<file path="src/sv/eqz_pkg.sv">
package eqz_pkg;

  localparam int unsigned TapsDefault = 64;
  localparam int unsigned SampleW     = 16;
  localparam int unsigned CoefW       = 16;
  localparam int unsigned GainW       = 16;
  localparam int unsigned IndexW      = 6;
  localparam int unsigned NumBands    = 3;
  localparam int unsigned AccW        = 32;
  localparam int unsigned AccShift    = 15;
  localparam int unsigned BandW       = AccW - AccShift;
  localparam int unsigned GprodW      = BandW + GainW;
  localparam int unsigned SumW        = GprodW + 2;
  localparam int unsigned GainShift   = 12;
  localparam logic [AccW-1:0] RoundConst = 32'h0000_4000;
  localparam logic [GainW-1:0] GainOne   = 16'h1000;

  localparam logic [1:0] BandLow  = 2'd0;
  localparam logic [1:0] BandMid  = 2'd1;
  localparam logic [1:0] BandHigh = 2'd2;

  localparam logic [1:0] RegGainLow  = 2'd0;
  localparam logic [1:0] RegGainMid  = 2'd1;
  localparam logic [1:0] RegGainHigh = 2'd2;

  localparam logic CmdSample = 1'b0;
  localparam logic CmdCoef   = 1'b1;

  typedef enum logic [2:0] {
    StIdle,
    StMac,
    StFlush,
    StScale,
    StSum,
    StDone
  } eqz_state_e;

  // Per-cycle control broadcast along the row of cells.
  typedef struct packed {
    logic shift;   // take a new sample in at the tail
    logic rotate;  // circulate samples and coefficients by one cell
  } cell_ctrl_t;

endpackage

</file>
<file path="src/sv/eqz_cell.sv">
module eqz_cell (
  input  logic                                         clk_i,
  input  logic                                         rst_ni,
  input  eqz_pkg::cell_ctrl_t                          ctrl_i,
  input  logic [eqz_pkg::NumBands-1:0]                 load_i,
  input  logic [eqz_pkg::CoefW-1:0]                    coef_value_i,
  input  logic [eqz_pkg::SampleW-1:0]                  sample_i,
  input  logic [eqz_pkg::NumBands-1:0][eqz_pkg::CoefW-1:0] coef_i,
  output logic [eqz_pkg::SampleW-1:0]                  sample_o,
  output logic [eqz_pkg::NumBands-1:0][eqz_pkg::CoefW-1:0] coef_o
);
  import eqz_pkg::*;

  logic [SampleW-1:0]               sample_q;
  logic [NumBands-1:0][CoefW-1:0]   coef_q;
  logic [NumBands-1:0][CoefW-1:0]   coef_d;

  always_ff @(posedge clk_i or negedge rst_ni) begin
    if (!rst_ni) begin
      sample_q <= '0;
    end else if (ctrl_i.shift || ctrl_i.rotate) begin
      sample_q <= sample_i;
    end
  end

  always_comb begin
    coef_d = coef_q;
    if (ctrl_i.rotate) begin
      coef_d = coef_i;
    end else begin
      for (int b = 0; b < NumBands; b++) begin
        if (load_i[b]) coef_d[b] = coef_value_i;
      end
    end
  end

  // coefficients are undefined until loaded
  always_ff @(posedge clk_i) begin
    coef_q <= coef_d;
  end

  assign sample_o = sample_q;
  assign coef_o   = coef_q;

endmodule

</file>
<file path="config.mk">
export PLATFORM = sky130hd
export DESIGN_NAME = eqz_cell
export DESIGN_NICKNAME = d
export VERILOG_FILES = /design/src/sv/eqz_pkg.sv /design/src/sv/eqz_cell.sv
export SDC_FILE = /design/constraint.sdc
export NUM_CORES = 1
export LEC_CHECK = 0
export BUFFER_PORTS_ARGS = -buffer_cell sky130_fd_sc_hd__buf_2
export CAP_MARGIN = 30
export CORE_MARGIN = 2
export CORE_UTILIZATION = 43
export DETAILED_ROUTE_END_ITERATION = 10
export GPL_TIMING_DRIVEN = 0
export PLACE_DENSITY = 0.86
export SLEW_MARGIN = 20
export SYNTH_ARGS = -nofsm -noshare
export SYNTH_HDL_FRONTEND = slang
export SYNTH_SLANG_ARGS = --single-unit
</file>
<file path="constraint.sdc">
create_clock -name clk_i -period 0.8 [get_ports clk_i]
set_input_delay 0.12 -clock clk_i [delete_from_list [all_inputs] [get_ports clk_i]]
set_output_delay 0.12 -clock clk_i [all_outputs]
set_load 0.05 [all_outputs]
</file>
# Yosys cells after proc, flatten, opt, wreduce, memory -nomap -nowiden
# Cells that the tools add are included.
# totals
elab_cells,12
ff_bits,64
# op_classes
mux,4
reduce_logical,4
# op_table
op,count
16-bit two-way mux,3
48-bit two-way mux,1
2-bit nonzero test,3
1-bit logical OR,1

# Longest topological paths before layout
# depth
depth_word,2
ltp_mapped,4
depth_no_buf,2

# Worst setup path before layout
# Ideal clock, no wire load.
# synth_timing
path_kind,in2reg
startpoint,in ctrl_i[0] in the netlist's numbering
endpoint,reg coef_q (netlist bit coef_o[0]) (enable)
setup_time_ps,334
cell_stages,2
t_required_ps,466
path_slack_ps,-219
arrival_time_ps,686
cell_sequence,clkbuf_1 or2_2
# synth_between
elab_chain_len,1
# synth_lines
element,line_no,source
from (decl),eqz_cell.sv:4,"input eqz_pkg::cell_ctrl_t ctrl_i,"
2-bit nonzero test (no line),-,
to (signal assigned),eqz_cell.sv:39,coef_q <= coef_d;
to (decl),eqz_cell.sv:15,logic [NumBands-1:0][CoefW-1:0] coef_q;
# Every way passes these cells.
# A chain may end at the register's enable or synchronous reset.

# Worst setup path after layout
# layout_timing
startpoint,reg coef_q (netlist bit coef_o[17])
endpoint,out coef_o[17] in the netlist's numbering
# layout_lines
element,line_no,source
to (decl),eqz_cell.sv:10,output logic [eqz_pkg::NumBands-1:0][eqz_pkg::CoefW-1:0] coef_o
# No word-level cell between the ends.

==> flow_metrics.py <==
metrics = {
    "critical_path": {
        "crit_type": "reg2out",
        "cpLargestDelayFamily": "flip-flops",
        "cp.arrival_ps": 910,
        "cp_max_fo": 1,
        "critPathRequiredTime_ps": 680,
        "worstPathCellList": "buf_6",
        "cp-start-kind": "flop",
        "worst_path_max_delay_cell": "edfxtp_1",
        "crit_buf_inv": 1,
        "cp-end-kind": "output port",
        "cp_slowest_stage_delay_ps": 410,
    },
    "sta": {
        "setup_violations": 70,
        "fin_crit_ps": 1028,
        "fin_skew_ps": 0,
        "rsz0062_at_grt": "true",
        "whs_ps": 29.50,
        "min_period_over_period": 1.285,
        "layout_setup_ws_ps": -227.8,
        "max_clock_freq_mhz": 972.9,
        "tightest_slew_ps": 336.3,
        "hold_violations": 0,
        "finalSetupTns_ps": -13220,
        "relSlewSlack": 0.7758,
        "slew_viol_final": 0,
    },
    "clocking": {
        "numCtsBuffers": 9,
        "h-tree-depth": 3,
        "root_buffer": "clkbuf_8",
        "clkTransAtPathRegs_ps": 60,
        "clk_latency_ps": 320,
        "cts_tree": "yes",
        "clock-sinks": 64,
        "clockBufferDepth": 2,
    },
    "detailed_routing": {
        "wl_per_cell_um": 15.98,
        "ant_nets": 0,
        "drc": 0,
        "drt_iter0_drc": 77,
        "vias": 2132,
        "drt_pre_antenna_iters": 4,
        "via_per_inst": 4.665,
        "routed_wl_um": 7304,
    },
    "layout": {
        "mostFrequentLayoutCell": "nand2_1",
        "fill_cells": 404,
        "drive_gt1_frac": 0.5681,
        "layout_common_cells": "96 x nand2_1, 89 x buf_2, 70 x buf_6, 48 x edfxtp_1",
        "final_cells": 457,
        "multi_input_area_um2": 735.7,
        "diodes": 0,
        "nNetsFinal": 464,
        "synthToLayoutAreaGrowth_pct": 62.18,
        "regArea_mm2": 0.001862,
        "final_area_mm2": 0.004207,
    },
    "pwr": {
        "ir_drop_uv": 1235,
        "total_power_mw": 9.518,
        "p_per_area_mw_per_mm2": 2263,
        "leakage_nw": 2.071,
    },
    "global_routing": {
        "grt_max_degree": 17,
        "gr-total-overflow": 0,
        "grt_usage": 0.2114,
        "grt_pass1_vias": 2081,
        "grt_pass1_wl_um": 9977,
        "antenna_found_initial": 0,
    },
    "logic_synthesis": {
        "synthesis.area_mm2": 0.002594,
        "ys_ff_latch": 64,
        "syn_avg_cell_area_um2": 12.71,
        "ys_types": 11,
        "yosys_warnings": 0,
        "syn_nets": 291,
        "seq_area_frac_synth": 0.7101,
        "synthCells": 204,
    },
    "die": {
        "core_mm2": 0.005886,
        "die_area_mm2": 0.006669,
        "io_pins": 151,
        "num_rows": 28,
        "start_util": 0.4407,
        "die_h_um": 81.67,
        "dieWidth_um": 81.67,
    },
    "place": {
        "gp_congestion": 0.7833,
        "io_buffers": 150,
        "placed_area_mm2": 0.003493,
        "hpwl_um": 4991,
        "dp_cells": 429,
    },
    "status": {
        "violations": "setup timing",
        "outcome": "finished, violations left",
    },
    "hold_path": {
        "min_path_type": "in2reg",
    },
    "run": {
        "drv_cap": 0,
    },
}
[cells in the mapped netlist]
master	count	area share
nand2_1	96	0.14
edfxtp_1	48	0.56
dfrtp_1	16	0.15
nand2b_1	16	0.039
mux2_4	10	0.058
mux2_2	6	0.026
buf_2	5	0.0096
or2_2	3	0.0072
clkbuf_1	2	0.0029
buf_6	1	0.0043
nor2_4	1	0.0043
[per-layer routing]
| layer | GRT usage | wire length [um] |
|---|---|---|
| met1 | 0.2264 | 2674 |
| met2 | 0.3984 | 3920 |
| met3 | 0.05934 | 630 |
| met4 | 0.07000 | 77 |
| met5 | 0 | 0 |
[through the flow]
step / utilization / worst slack, ps
after floorplan: - / -104.3
after global placement: 0.5935 / -467.4
after detailed placement: 0.5935 / -544.5
final: 0.7147 / -227.8
after global routing: 0.7147 / -257.4
after CTS: 0.6962 / -244.2
[registers in the layout (all words and copies together) (netlist names)]
signal / count
coef_o: 48
sample_o: 16
[worst register-to-register path, cell delays in order (launching register included)]
cell     delay [ps]
dfrtp_2         420
buf_6           120
mux2_4          260
[path summary, 6_finish.rpt]
| path | from | to | slack (ps) | cells after the start |
|---|---|---|---|---|
| setup / recovery | coef_o[17]$_DFFE_PP_ | coef_o[17] | -230 | 1 |
| hold / removal | sample_i[8] | sample_o[8]$_DFFE_PN0P_ | 30 | 2 |
| setup reg to reg | sample_o[3]$_DFFE_PN0P_ | sample_o[3]$_DFFE_PN0P_ | -110 | 2 |
| hold reg to reg | sample_o[1]$_DFFE_PN0P_ | sample_o[1]$_DFFE_PN0P_ | 530 | 1 |
| max in group asynchronous | rst_ni | sample_o[9]$_DFFE_PN0P_ | 300 | 2 |
| min in group asynchronous | rst_ni | sample_o[1]$_DFFE_PN0P_ | 230 | 2 |
[logic make-up (layout without fill, tap and decap cells)]
logic type	count (synthesis)	in the layout	synth area share
multiplexers	16	16	0.08393
buffers and inverters	8	185	0.01688
flip-flops	64	64	0.7101
AND/OR/NAND/NOR	116	117	0.1891
[layout make-up]
class                      count  area share
buffer                         8     0.01874
clock buffer                  11     0.03123
clock inverter                 5     0.01130
multi-input combinational    133      0.1749
sequential                    64      0.4426
tap                           75     0.02231
timing repair buffer         161      0.2989
[where the power goes]
part           internal (mW)  total (mW)  leakage [nW]  switching [mW]
clock network           1.41        2.55        0.0922            1.14
registers               3.99        4.18         0.665           0.195
logic                   1.06        2.78          1.31            1.72
[repair_timing]
item	CTS	global route
gates resized for setup	131	10
hold buffers	1	0
endpoints found under the setup margin	104	78
cloned	0	1
hold endpoints to repair	16	0
pin swaps	1	2
setup buffers	1	9
(Power assumes the default switching activity.)
